## config.mk

```make
export PLATFORM = sky130hd
export DESIGN_NAME = button_click_event_detector_top_flat
export DESIGN_NICKNAME = d
export VERILOG_FILES = /design/src/rtl/bced_pkg.sv /design/src/rtl/bced_if.sv /design/src/rtl/bced_key.sv /design/src/rtl/button_click_event_detector_top.sv /design/src/flat_wrapper.sv
export SDC_FILE = /design/constraint.sdc
export NUM_CORES = 2
export LEC_CHECK = 0
export BUFFER_PORTS_ARGS = -buffer_cell sky130_fd_sc_hd__buf_2
export CORE_MARGIN = 5
export CORE_UTILIZATION = 41
export DETAILED_ROUTE_END_ITERATION = 8
export PLACE_DENSITY = 0.64
export SETUP_SLACK_MARGIN = 0.4
export SLEW_MARGIN = 20
export SYNTH_ARGS = -nofsm -noshare
export SYNTH_HDL_FRONTEND = slang
export SYNTH_SLANG_ARGS = --single-unit
```

## constraint.sdc

```tcl
create_clock -name clk -period 14 [get_ports clk]
set_clock_uncertainty 0.15 [all_clocks]
set_input_delay 0 -clock clk [delete_from_list [all_inputs] [get_ports clk]]
set_output_delay 0 -clock clk [all_outputs]
set_load 0.01 [all_outputs]
```

## src/rtl/bced_pkg.sv

```systemverilog
package bced_pkg;

    // Per-key click state
    typedef enum logic [2:0] {
        ST_IDLE     = 3'd0,
        ST_PRESSED  = 3'd1,
        ST_RELEASED = 3'd2,
        ST_LONG     = 3'd3,
        ST_DOUBLE   = 3'd4
    } key_state_t;

    // Configuration register indexes
    typedef enum logic [2:0] {
        REG_FEATURE_MODE   = 3'd0,
        REG_TICK_STEP      = 3'd1,
        REG_LONG_PRESS     = 3'd2,
        REG_DOUBLE_WINDOW  = 3'd3,
        REG_IDLE_TIMEOUT   = 3'd4,
        REG_LOW_POWER      = 3'd5
    } reg_index_t;

    // Feature modes
    localparam logic [1:0] MODE_SINGLE      = 2'd0;
    localparam logic [1:0] MODE_SINGLE_LONG = 2'd1;
    localparam logic [1:0] MODE_ALL         = 2'd2;

    localparam int TIME_W     = 32;
    localparam int MASK_W     = 8;

    typedef logic [TIME_W-1:0] time_t;

    typedef struct packed {
        logic [1:0]  feature_mode;
        logic [7:0]  tick_step_ms;
        logic [15:0] long_press_ms;
        logic [15:0] double_click_window_ms;
        logic [15:0] idle_timeout_ms;
        logic        low_power_enable;
    } cfg_t;

    localparam cfg_t CFG_RESET = '{
        feature_mode:           MODE_ALL,
        tick_step_ms:           8'd10,
        long_press_ms:          16'd1000,
        double_click_window_ms: 16'd300,
        idle_timeout_ms:        16'd5000,
        low_power_enable:       1'b0
    };

    // Events and activity reported by one key for the beat in flight
    typedef struct packed {
        logic hold_fire;
        logic tap_fire;
        logic dtap_fire;
        logic recent;
    } key_evt_t;

endpackage

```

## src/rtl/bced_if.sv

```systemverilog
// Input item channel
interface bced_in_if;
    logic       valid;
    logic       ready;
    logic       cmd;
    logic [7:0] key_levels;

    modport source (output valid, output cmd, output key_levels, input ready);
    modport sink   (input valid, input cmd, input key_levels, output ready);
endinterface

// Result channel
interface bced_out_if;
    logic       valid;
    logic       ready;
    logic [7:0] long_press_mask;
    logic [7:0] single_click_mask;
    logic [7:0] double_click_mask;
    logic       scan_stop;

    modport source (output valid, output long_press_mask, output single_click_mask,
                    output double_click_mask, output scan_stop, input ready);
    modport sink   (input valid, input long_press_mask, input single_click_mask,
                    input double_click_mask, input scan_stop, output ready);
endinterface

// Configuration write channel
interface bced_cfg_if;
    logic        valid;
    logic        ready;
    logic [2:0]  index;
    logic [15:0] data;

    modport source (output valid, output index, output data, input ready);
    modport sink   (input valid, input index, input data, output ready);
endinterface

```

## src/rtl/bced_key.sv

```systemverilog
module bced_key
    import bced_pkg::*;
(
    input  logic     clk,
    input  logic     rst_n,
    input  logic     tick_en,
    input  logic     wake_en,
    input  logic     level,
    input  time_t    t_now,
    input  cfg_t     cfg,
    output key_evt_t evt
);

    key_state_t state_reg, state_next;
    time_t      press_reg, press_next;
    time_t      release_reg, release_next;
    time_t      activity_reg, activity_next;

    logic  has_long;
    logic  has_double;
    logic  long_hit;
    logic  double_hit;
    logic  act_touch;
    time_t held_time;
    time_t since_release;
    time_t since_activity;

    assign has_long   = (cfg.feature_mode != MODE_SINGLE);
    assign has_double = cfg.feature_mode[1];

    // Elapsed times, all wrapping
    assign held_time      = t_now - press_reg;
    assign since_release  = t_now - release_reg;
    assign since_activity = t_now - activity_reg;

    assign long_hit   = has_long && (held_time >= {16'd0, cfg.long_press_ms});
    assign double_hit = since_release <= {16'd0, cfg.double_click_window_ms};
    assign act_touch  = (state_reg == ST_IDLE) && level && cfg.low_power_enable;

    // Next state and stamps
    always_comb
    begin
        state_next    = state_reg;
        press_next    = press_reg;
        release_next  = release_reg;
        activity_next = activity_reg;
        case (state_reg)
            ST_IDLE:
            begin
                if (level)
                begin
                    state_next = ST_PRESSED;
                    if (has_long)
                    begin
                        press_next = t_now;
                    end
                    if (act_touch)
                    begin
                        activity_next = t_now;
                    end
                end
            end
            ST_PRESSED:
            begin
                if (!level)
                begin
                    state_next = ST_RELEASED;
                end
                else if (long_hit)
                begin
                    state_next = ST_LONG;
                end
            end
            ST_RELEASED:
            begin
                if (has_double)
                begin
                    state_next   = double_hit ? ST_DOUBLE : ST_IDLE;
                    release_next = t_now;
                end
                else
                begin
                    state_next = ST_IDLE;
                end
            end
            ST_LONG:
            begin
                if (!has_long || !level)
                begin
                    state_next = ST_IDLE;
                end
            end
            default:
            begin
                state_next = ST_IDLE;
            end
        endcase
    end

    // Event flags for this tick
    always_comb
    begin
        evt = '0;
        case (state_reg)
            ST_PRESSED:
            begin
                evt.hold_fire = level && long_hit;
            end
            ST_RELEASED:
            begin
                evt.dtap_fire = has_double && double_hit;
                evt.tap_fire  = !(has_double && double_hit);
            end
            default:
            begin
                evt.hold_fire = 1'b0;
            end
        endcase
        // a stamp refreshed this tick is always within the timeout
        evt.recent = act_touch || (since_activity <= {16'd0, cfg.idle_timeout_ms});
    end

    // Key state registers
    always_ff @(posedge clk or negedge rst_n)
    begin
        if (!rst_n)
        begin
            state_reg    <= ST_IDLE;
            press_reg    <= '0;
            release_reg  <= '0;
            activity_reg <= '0;
        end
        else if (tick_en)
        begin
            state_reg    <= state_next;
            press_reg    <= press_next;
            release_reg  <= release_next;
            activity_reg <= activity_next;
        end
        else if (wake_en)
        begin
            activity_reg <= t_now;
        end
    end

endmodule

```

## src/rtl/button_click_event_detector_top.sv

```systemverilog
// Button click event detector. Each scan-tick beat (cmd 0) advances the
// millisecond clock by tick_step_ms and steps one click state machine per
// key over the debounced key_levels, producing long-press, single-click and
// double-click masks plus a scan_stop flag when low power is enabled and all
// keys have been inactive past idle_timeout_ms. A wake beat (cmd 1) refreshes
// all activity stamps under low power and returns an all-zero result. Every
// input beat yields exactly one result beat. Throughput is one beat per clock
// while result_out.ready stays high. The input register captures the beat
// when it is accepted, and the single update stage then writes key state and
// the result register together once the result register is free to load.
// Configuration writes are taken at any time on cfg_wr and
// should only be issued while no beat is in flight.
module button_click_event_detector_top
    import bced_pkg::*;
#(
    parameter int NUM_KEYS = 8
)
(
    input  logic        clk,
    input  logic        rst_n,
    bced_in_if.sink     item_in,
    bced_out_if.source  result_out,
    bced_cfg_if.sink    cfg_wr
);

    cfg_t       cfg_reg;
    logic       s1_valid_reg;
    logic       s1_cmd_reg;
    logic [7:0] s1_levels_reg;
    time_t      time_now_reg;
    time_t      time_tick;
    time_t      time_key;

    logic       out_valid_reg;
    logic [7:0] out_lp_reg;
    logic [7:0] out_sc_reg;
    logic [7:0] out_dc_reg;
    logic       out_stop_reg;

    logic       out_load;
    logic       s1_advance;
    logic       tick_en;
    logic       wake_en;

    key_evt_t            evt [NUM_KEYS];
    logic [NUM_KEYS-1:0] recent_vec;
    logic [7:0]          lp_mask;
    logic [7:0]          sc_mask;
    logic [7:0]          dc_mask;
    logic                stop_flag;

    // Configuration registers
    assign cfg_wr.ready = 1'b1;

    always_ff @(posedge clk or negedge rst_n)
    begin
        if (!rst_n)
        begin
            cfg_reg <= CFG_RESET;
        end
        else if (cfg_wr.valid)
        begin
            case (cfg_wr.index)
                REG_FEATURE_MODE:  cfg_reg.feature_mode           <= cfg_wr.data[1:0];
                REG_TICK_STEP:     cfg_reg.tick_step_ms           <= cfg_wr.data[7:0];
                REG_LONG_PRESS:    cfg_reg.long_press_ms          <= cfg_wr.data;
                REG_DOUBLE_WINDOW: cfg_reg.double_click_window_ms <= cfg_wr.data;
                REG_IDLE_TIMEOUT:  cfg_reg.idle_timeout_ms        <= cfg_wr.data;
                REG_LOW_POWER:     cfg_reg.low_power_enable       <= cfg_wr.data[0];
                default:           cfg_reg <= cfg_reg;
            endcase
        end
    end

    // Handshake: result register frees up, input stage moves on
    assign out_load      = !out_valid_reg || result_out.ready;
    assign s1_advance    = s1_valid_reg && out_load;
    assign item_in.ready = !s1_valid_reg || out_load;

    // Input register
    always_ff @(posedge clk or negedge rst_n)
    begin
        if (!rst_n)
        begin
            s1_valid_reg <= 1'b0;
        end
        else if (item_in.ready)
        begin
            s1_valid_reg <= item_in.valid;
        end
    end

    always_ff @(posedge clk)
    begin
        if (item_in.valid && item_in.ready)
        begin
            s1_cmd_reg    <= item_in.cmd;
            s1_levels_reg <= item_in.key_levels;
        end
    end

    // Millisecond clock
    assign time_tick = time_now_reg + {24'd0, cfg_reg.tick_step_ms};
    assign time_key  = s1_cmd_reg ? time_now_reg : time_tick;
    assign tick_en   = s1_advance && !s1_cmd_reg;
    assign wake_en   = s1_advance && s1_cmd_reg && cfg_reg.low_power_enable;

    always_ff @(posedge clk or negedge rst_n)
    begin
        if (!rst_n)
        begin
            time_now_reg <= '0;
        end
        else if (tick_en)
        begin
            time_now_reg <= time_tick;
        end
    end

    // Per-key state machines
    for (genvar g = 0; g < NUM_KEYS; g++)
    begin : g_key
        logic key_level;

        if (g < MASK_W)
        begin : g_lvl
            assign key_level = s1_levels_reg[g];
        end
        else
        begin : g_nolvl
            assign key_level = 1'b0;
        end

        bced_key u_key (
            .clk     (clk),
            .rst_n   (rst_n),
            .tick_en (tick_en),
            .wake_en (wake_en),
            .level   (key_level),
            .t_now   (time_key),
            .cfg     (cfg_reg),
            .evt     (evt[g])
        );

        assign recent_vec[g] = evt[g].recent;
    end

    // Event masks; keys beyond the mask width only feed the idle check
    for (genvar m = 0; m < MASK_W; m++)
    begin : g_mask
        if (m < NUM_KEYS)
        begin : g_used
            assign lp_mask[m] = evt[m].hold_fire;
            assign sc_mask[m] = evt[m].tap_fire;
            assign dc_mask[m] = evt[m].dtap_fire;
        end
        else
        begin : g_unused
            assign lp_mask[m] = 1'b0;
            assign sc_mask[m] = 1'b0;
            assign dc_mask[m] = 1'b0;
        end
    end

    assign stop_flag = cfg_reg.low_power_enable && !(|recent_vec);

    // Result register
    always_ff @(posedge clk or negedge rst_n)
    begin
        if (!rst_n)
        begin
            out_valid_reg <= 1'b0;
        end
        else if (out_load)
        begin
            out_valid_reg <= s1_valid_reg;
        end
    end

    always_ff @(posedge clk)
    begin
        if (s1_advance)
        begin
            if (s1_cmd_reg)
            begin
                out_lp_reg   <= '0;
                out_sc_reg   <= '0;
                out_dc_reg   <= '0;
                out_stop_reg <= 1'b0;
            end
            else
            begin
                out_lp_reg   <= lp_mask;
                out_sc_reg   <= sc_mask;
                out_dc_reg   <= dc_mask;
                out_stop_reg <= stop_flag;
            end
        end
    end

    assign result_out.valid             = out_valid_reg;
    assign result_out.long_press_mask   = out_lp_reg;
    assign result_out.single_click_mask = out_sc_reg;
    assign result_out.double_click_mask = out_dc_reg;
    assign result_out.scan_stop         = out_stop_reg;

endmodule

```

## src/flat_wrapper.sv

```systemverilog
// flat-port wrapper written by rule: the top's interface ports become plain ports
module button_click_event_detector_top_flat import bced_pkg::*;
#(
    parameter int NUM_KEYS = 8
)
  (clk, rst_n, item_in_valid, item_in_cmd, item_in_key_levels, item_in_ready, result_out_valid, result_out_long_press_mask, result_out_single_click_mask, result_out_double_click_mask, result_out_scan_stop, result_out_ready, cfg_wr_valid, cfg_wr_index, cfg_wr_data, cfg_wr_ready);
  bced_in_if item_in_i ();
  bced_out_if result_out_i ();
  bced_cfg_if cfg_wr_i ();
  input  logic clk;
  input  logic rst_n;
  input wire logic [$bits(item_in_i.valid)-1:0] item_in_valid;
  input wire logic [$bits(item_in_i.cmd)-1:0] item_in_cmd;
  input wire logic [$bits(item_in_i.key_levels)-1:0] item_in_key_levels;
  output wire logic [$bits(item_in_i.ready)-1:0] item_in_ready;
  output wire logic [$bits(result_out_i.valid)-1:0] result_out_valid;
  output wire logic [$bits(result_out_i.long_press_mask)-1:0] result_out_long_press_mask;
  output wire logic [$bits(result_out_i.single_click_mask)-1:0] result_out_single_click_mask;
  output wire logic [$bits(result_out_i.double_click_mask)-1:0] result_out_double_click_mask;
  output wire logic [$bits(result_out_i.scan_stop)-1:0] result_out_scan_stop;
  input wire logic [$bits(result_out_i.ready)-1:0] result_out_ready;
  input wire logic [$bits(cfg_wr_i.valid)-1:0] cfg_wr_valid;
  input wire logic [$bits(cfg_wr_i.index)-1:0] cfg_wr_index;
  input wire logic [$bits(cfg_wr_i.data)-1:0] cfg_wr_data;
  output wire logic [$bits(cfg_wr_i.ready)-1:0] cfg_wr_ready;
  assign item_in_i.valid = item_in_valid;
  assign item_in_i.cmd = item_in_cmd;
  assign item_in_i.key_levels = item_in_key_levels;
  assign item_in_ready = item_in_i.ready;
  assign result_out_valid = result_out_i.valid;
  assign result_out_long_press_mask = result_out_i.long_press_mask;
  assign result_out_single_click_mask = result_out_i.single_click_mask;
  assign result_out_double_click_mask = result_out_i.double_click_mask;
  assign result_out_scan_stop = result_out_i.scan_stop;
  assign result_out_i.ready = result_out_ready;
  assign cfg_wr_i.valid = cfg_wr_valid;
  assign cfg_wr_i.index = cfg_wr_index;
  assign cfg_wr_i.data = cfg_wr_data;
  assign cfg_wr_ready = cfg_wr_i.ready;
  button_click_event_detector_top #(.NUM_KEYS(NUM_KEYS)) u_core (.clk(clk), .rst_n(rst_n), .item_in(item_in_i), .result_out(result_out_i), .cfg_wr(cfg_wr_i));
endmodule
```

# After elaboration in Yosys (flattened, before gate mapping)
# Index checks and enable logic that the tools add are counted.
[word_totals]
output_inout_bits = 28
regBits = 919
input_bits = 33
[classes]
n_lt_le_gt_ge = 24
addsub = 25
bitwise_logic = 16
n_eq_ne = 77
muxes = 90
reduce_logical = 151
[ops]
columns = ["op", "count"]
rows = [
  ["2-to-1 mux 32 bit", 34],
  ["subtractor 32 bit", 24],
  ["less-or-equal comparator 32 x 16 -> 1 bit", 16],
  ["greater-or-equal comparator 32 x 16 -> 1 bit", 8],
  ["2-to-1 mux 3 bit", 48],
  ["case mux 3 bit (4 select lines)", 8],
  ["AND reduction 4 bit", 24],
  ["== test 3 x 2 -> 1 bit (second input constant)", 18],
  ["logical AND 1 bit", 46],
  ["inequality test 2 bit (second input constant)", 22],
  ["inequality test 2 x 1 -> 1 bit (second input constant)", 18],
  ["adder 32 x 8 -> 32 bit", 1],
  ["OR reduction 2 bit", 16],
  ["== test 3 x 1 -> 1 bit (second input constant)", 9],
  ["zero test 3 bit", 9],
  ["inequality test 3 bit (second input constant)", 8],
  ["AND reduction 3 bit", 8],
  ["zero test 1 bit", 21],
  ["logical OR 1 bit", 18],
  ["inverter 1 bit", 16],
  ["AND reduction 2 bit", 6],
  ["OR reduction 8 bit", 1],
  ["== test 3 bit (second input constant)", 2],
  ["nonzero test 2 bit", 2],
]

# Logic depth before layout (Yosys ltp)
[depth]
ltp_word = 8
mapped_depth = 35
ltp_nobuf = 34

# By module
# From an unflattened synthesis, not the netlist that was laid out.
[unflattened]
hier_cells = 10968
area_unflattened_um2 = 91291.3
[by_module_without_submodules]
columns = ["module", "instances", "area_each_um2", "cells_per_inst"]
rows = [
  ["bced_key (u_core.g_key[3].u_key ...)", 4, 10632.7, 1300],
  ["bced_key (u_core.g_key[2].u_key)", 1, 10799.1, 1344],
  ["bced_key (u_core.g_key[0].u_key)", 1, 10659.0, 1273],
  ["bced_key (u_core.g_key[7].u_key)", 1, 10622.7, 1315],
  ["bced_key (u_core.g_key[1].u_key)", 1, 10610.2, 1357],
  ["button_click_event_detector_top", 1, 6069.6, 479],
]

# Least setup slack after synthesis
# No wires, ideal clock.
[synth_timing]
kind = "register to register"
from = "register u_core.s1_cmd_reg"
to = "register u_core.out_stop_reg (netlist: u_core.result_out.scan_stop) (data pin)"
arrival_ns = 8.007
stages_incl_launch_ff = 29
path_buffers = 3
path_slack_ns = 5.577
cell_sequence = "edfxtp_1 -> clkbuf_1 -> buf_1 -> mux2i_1 -> clkinv_1 -> clkbuf_1 -> fa_1 -> a211oi_1 -> o21bai_1 -> a21oi_1 -> o21bai_1 -> a21oi_1 -> o21ai_0 -> a21o_1 -> a21oi_1 -> xnor2_1 -> ha_1 -> nand2_1 -> nor2_1 -> nand3_1 -> nor2_1 -> a221oi_1 -> a41oi_1 -> nor4bb_1 -> or4b_1 -> or4_1 -> o41ai_2 -> a311o_2 -> nor4_1"
[synth_via]
elab_chain_len = 7
[synth_rtl]
columns = ["element", "line_no", "source"]
rows = [
  ["start, declared", "button_click_event_detector_top.sv:28", "logic s1_cmd_reg;"],
  ["start signal, assigned", "button_click_event_detector_top.sv:97", "s1_cmd_reg <= item_in.cmd;"],
  ["2-to-1 mux 32 bit", "button_click_event_detector_top.sv:104", "assign time_key = s1_cmd_reg ? time_now_reg : time_tick;"],
  ["subtractor 32 bit", "bced_key.sv:34", "assign since_activity = t_now - activity_reg;"],
  ["less-or-equal comparator 32 x 16 -> 1 bit", "bced_key.sv:120", "evt.recent = act_touch || (since_activity <= {16'd0, cfg.idle_timeout_ms});"],
  ["logical OR 1 bit", "bced_key.sv:120", ""],
  ["OR reduction 8 bit", "button_click_event_detector_top.sv:165", "assign stop_flag = cfg_reg.low_power_enable && !(|recent_vec);"],
  ["zero test 1 bit", "button_click_event_detector_top.sv:165", ""],
  ["logical AND 1 bit", "button_click_event_detector_top.sv:165", ""],
  ["end signal, assigned", "button_click_event_detector_top.sv:196", "out_stop_reg <= stop_flag;"],
  ["end, declared", "button_click_event_detector_top.sv:38", "logic out_stop_reg;"],
]
# Parallel ways exist; a longest one is shown, timed or not.
# A chain may end at the register's enable or synchronous reset.

# Worst setup path after layout
[layout_timing]
from = "register u_core.time_now_reg[0]"
to = "register u_core.out_stop_reg (netlist: u_core.result_out.scan_stop) (data pin)"
[layout_via]
elab_chain_len = 8
[layout_rtl]
columns = ["element", "line_no", "source"]
rows = [
  ["start, declared", "button_click_event_detector_top.sv:30", "time_t time_now_reg;"],
  ["start signal, assigned", "button_click_event_detector_top.sv:116", "time_now_reg <= time_tick;"],
  ["adder 32 x 8 -> 32 bit", "button_click_event_detector_top.sv:103", "assign time_tick = time_now_reg + {24'd0, cfg_reg.tick_step_ms};"],
  ["2-to-1 mux 32 bit *", "button_click_event_detector_top.sv:104", ""],
  ["subtractor 32 bit", "bced_key.sv:34", ""],
  ["less-or-equal comparator 32 x 16 -> 1 bit", "bced_key.sv:120", ""],
  ["logical OR 1 bit", "bced_key.sv:120", ""],
  ["OR reduction 8 bit *", "button_click_event_detector_top.sv:165", ""],
  ["zero test 1 bit *", "button_click_event_detector_top.sv:165", ""],
  ["logical AND 1 bit *", "button_click_event_detector_top.sv:165", ""],
]
# Every way passes the cells marked *; elsewhere a longest branch is shown, timed or not.

==> summary.md <==
| Metric | Value |
|---|---|
| Later-pin clock latency in the skew report | 0.79 ns |
| Gate Count Post-Synth | 10.8k |
| Initial Util | 41.2% |
| Worst path max stage delay | 0.87 ns |
| GPL Wtd Cong | 0.971 |
| Min-Delay Startpoint | cfg_wr_data[4] |
| Core area | 0.207 mm2 |
| Top-count cell post-synth | ha_1 |
| Top FF cell, synth | dfrtp_1 |
| Bufs on Longest Clock Path | 3 |
| Minimum clock period | 9.85 ns |
| Relative slew slack | 20.0% |
| DIE WIDTH | 467 um |
| TritonCTS Sinks | 919 |
| Largest net degree at the start of global routing | 151 |
| Async S/R FF share, synth | 96.3% |
| Total Wirelength | 328 mm |
| Grt total ovfl | 0 |
| First-pass GRT wire length | 487 mm |
| Max-Cap Viols | 0 |
| CTS clock-pin slew for the worst setup and hold paths | 0.06 ns |
| Seq cells post-synth | 919 |
| Crit path max fanout | 15 |
| HP Class | input pin to flop |
| Finished Cell Area | 0.0944 mm2 |
| EDFF count, synth | 34 |
| Post-DP HPWL | 232 mm |
| Pwr dens | 297 mW/mm2 |
| Row count | 167 |
| Die ar. | 0.218 mm2 |
| Setup TNS | 0 ns |
| Warnings, synthesis | 0 |
| Fmax | 101 MHz |
| Synthesized area per cell | 7.92 um2 |
| Post-CTS Setup Bufs | 0 |
| Seq/Total Area, Yosys | 27.1% |
| Top delay family on crit path | compound AO/OA/AOI/OAI gates |
| Leading area contributor after synthesis | dfrtp_1 |
| Nets | 12.0k |
| Leak pwr | 44.2 nW |
| Critical Path RT | 14.36 ns |
| Post_cts resized | 0 |
| Initial DRC Count | 7836 |
| Vias | 81.5k |
| Crit path launch type | flop |
| Area delta synth->final | 10.5% |
| Launch point of the worst reg-to-reg path | u_core.time_now_reg[0] |
| Vias in the first global route | 76.9k |
| Netlist cell types | 98 |
| GRT met1 Usage | 39.2% |
| Layout fillers | 20.7k |
| Most numerous cell on the critical path | a21oi_1 |
| CTS root buf | clkbuf_16 |
| IO Count | 61 |
| Crit path DAT | 10.21 ns |
| CTS tree | built |
| CP max-delay cell | xnor2_2 |
| Post-place instance area | 0.0896 mm2 |
| Status | complete, no violations |
| Antenna Violating Nets Remaining | 0 |
| Global Route met3 Usage | 4.44% |
| GR peak layer | met2 |
| Initial antenna violation count | 22 |
| Final hold violation count | 0 |
| Share of cells above drive strength 1 | 5.84% |
| CP startpoint | u_core.time_now_reg[0] |
| Port bufs | 59 |
| Syn nets | 12.0k |
| Worst setup EP type | flop |
| H-tree Lvls | 3 |
| Kind of critical path | flop to flop |
| Synthesized area | 0.0855 mm2 |
| RSZ-0062 raised after global routing | false |
| Avg WL per Cell | 23.9 um |
| Top cells by area, synth | dfrtp_1, ha_1, o21ai_0 |
| Met2 GRT Util | 45.6% |
| Total CTS buffers | 116 |
| Final worst-path cycle share | 70.4% |
| Chip height | 467 um |
| CP bufs+invs | 3 |
| Worst IR Drop VDD | 0.000159 V |
| Slew Limit Fails | 0 |
| Synth cell count leaders | ha_1, inv_1, nand2_1, o21ai_0, a21oi_1 |
| Drt pass-1 iters | 7 |
| Final hold slack | 0.0666 ns |
| Worst slew pin tran | 1.19 ns |
| Total GRT Usage | 29.2% |
| Vias per std cell | 5.94 |
| Fraction of synthesized cell area taken by the top area cell type | 25.4% |
| DRC violations left | 0 |
| Final setup viols | 0 |
[stage by stage]
step	instances	total power [mW]	setup slack, ns	utilization (%)
after floorplan	10800	19.0	5.58	-
after global placement	13400	23.8	4.35	43.2
after detailed placement	13400	24.2	4.25	43.2
after CTS	13700	27.7	4.20	45.5
after global routing	13700	30.6	3.75	45.6
final	13700	28.0	4.15	45.6
[worst reg2reg max path, delay by kind of cell, from the launching register on]
family,cells,cell delay [ns]
buf+inv,3,0.93
simple gates,10,2.60
fa+ha+maj,4,1.44
flops,1,0.42
compound gates,13,3.05
xor+xnor,2,1.01
[cell families (layout without fill, tap and decap cells)]
logic type	after synthesis	after routing	share of synthesized area [%]
AOI/OAI and AO/OA	3464	3464	25.1
and+or+nand+nor	3172	3172	17.5
other	1	5	0.00439
adders and majority gates	1161	1161	17.2
muxes	125	125	1.54
buffers and inverters	1445	1577	6.37
xor gates and xnor gates	507	507	5.19
DFF	919	919	27.1
[final timing paths]
kind / to / slack [ns] / cells after the start
max in group asynchronous: u_core.g_key[0].u_key.press_reg[9] / 10.85 / 6
min in group asynchronous: u_core.g_key[6].u_key.activity_reg[28] / 0.33 / 4
hold / removal: u_core.cfg_reg[5] / 0.07 / 4
setup / recovery: u_core.result_out.scan_stop / 4.15 / 32
setup reg to reg: u_core.result_out.scan_stop / 4.15 / 32
hold reg to reg: u_core.g_key[0].u_key.activity_reg[27] / 0.33 / 2
[placed cells by master (no fill, tap or decap), types with 35 or more instances in the layout]
cell type      instances
a2111oi_0             49
a211oi_1             112
a21o_1               353
a21oi_1             1011
a221oi_1              35
a31oi_1               86
and2_1                42
and3_1                85
buf_2                 58
buf_4                150
clkbuf_16            117
dfrtp_1              867
dlygate4sd3_1         65
ha_1                1136
inv_1               1053
mux2_2                45
mux2i_1               72
nand2_1             1048
nand2b_1             133
nand3_1              203
nand4_1              162
nor2_1               867
nor2b_1              123
nor3_1               153
nor3b_1               35
nor4_1                66
o2111ai_1             42
o211ai_1              74
o21a_1               145
o21ai_0             1022
o21bai_1              76
o22ai_1               37
o31ai_1               58
or3_1                 55
xnor2_1              316
xor2_1               167
[power breakdown]
| group | internal [mW] | switching [mW] | total, mW | leakage (nW) |
|---|---|---|---|---|
| sequential | 3.44 | 0.460 | 3.90 | 11.6 |
| combinational | 8.66 | 12.2 | 20.8 | 30.6 |
| clock | 1.91 | 1.38 | 3.30 | 1.98 |
[metal layers]
layer	vias to the layer above	wire length [um]	part of all wire (%)
li1	38700	-	-
met3	740	24900	7.6
met2	3095	141000	43
met5	-	56	0.017
met4	8	19900	6.1
met1	38900	142000	43
[area by class of cell]
type | instances | area, um2 | area share, %
tap | 2788 | 3490 | 3.69
sequential | 919 | 23200 | 24.6
clock inverter | 70 | 890 | 0.942
inverter | 1074 | 4030 | 4.27
timing repair buffer | 282 | 2240 | 2.37
clock buffer | 151 | 3200 | 3.38
antenna | 4 | 10.0 | 0.0106
multi-input combinational | 8430 | 57400 | 60.8
[repair_timing]
| action | in CTS | in global routing |
|---|---|---|
| hold buffers | 66 | 0 |
| endpoints found under the setup margin | 0 | 0 |
| hold endpoints to repair | 251 | 0 |
(Power assumes the default switching activity.)
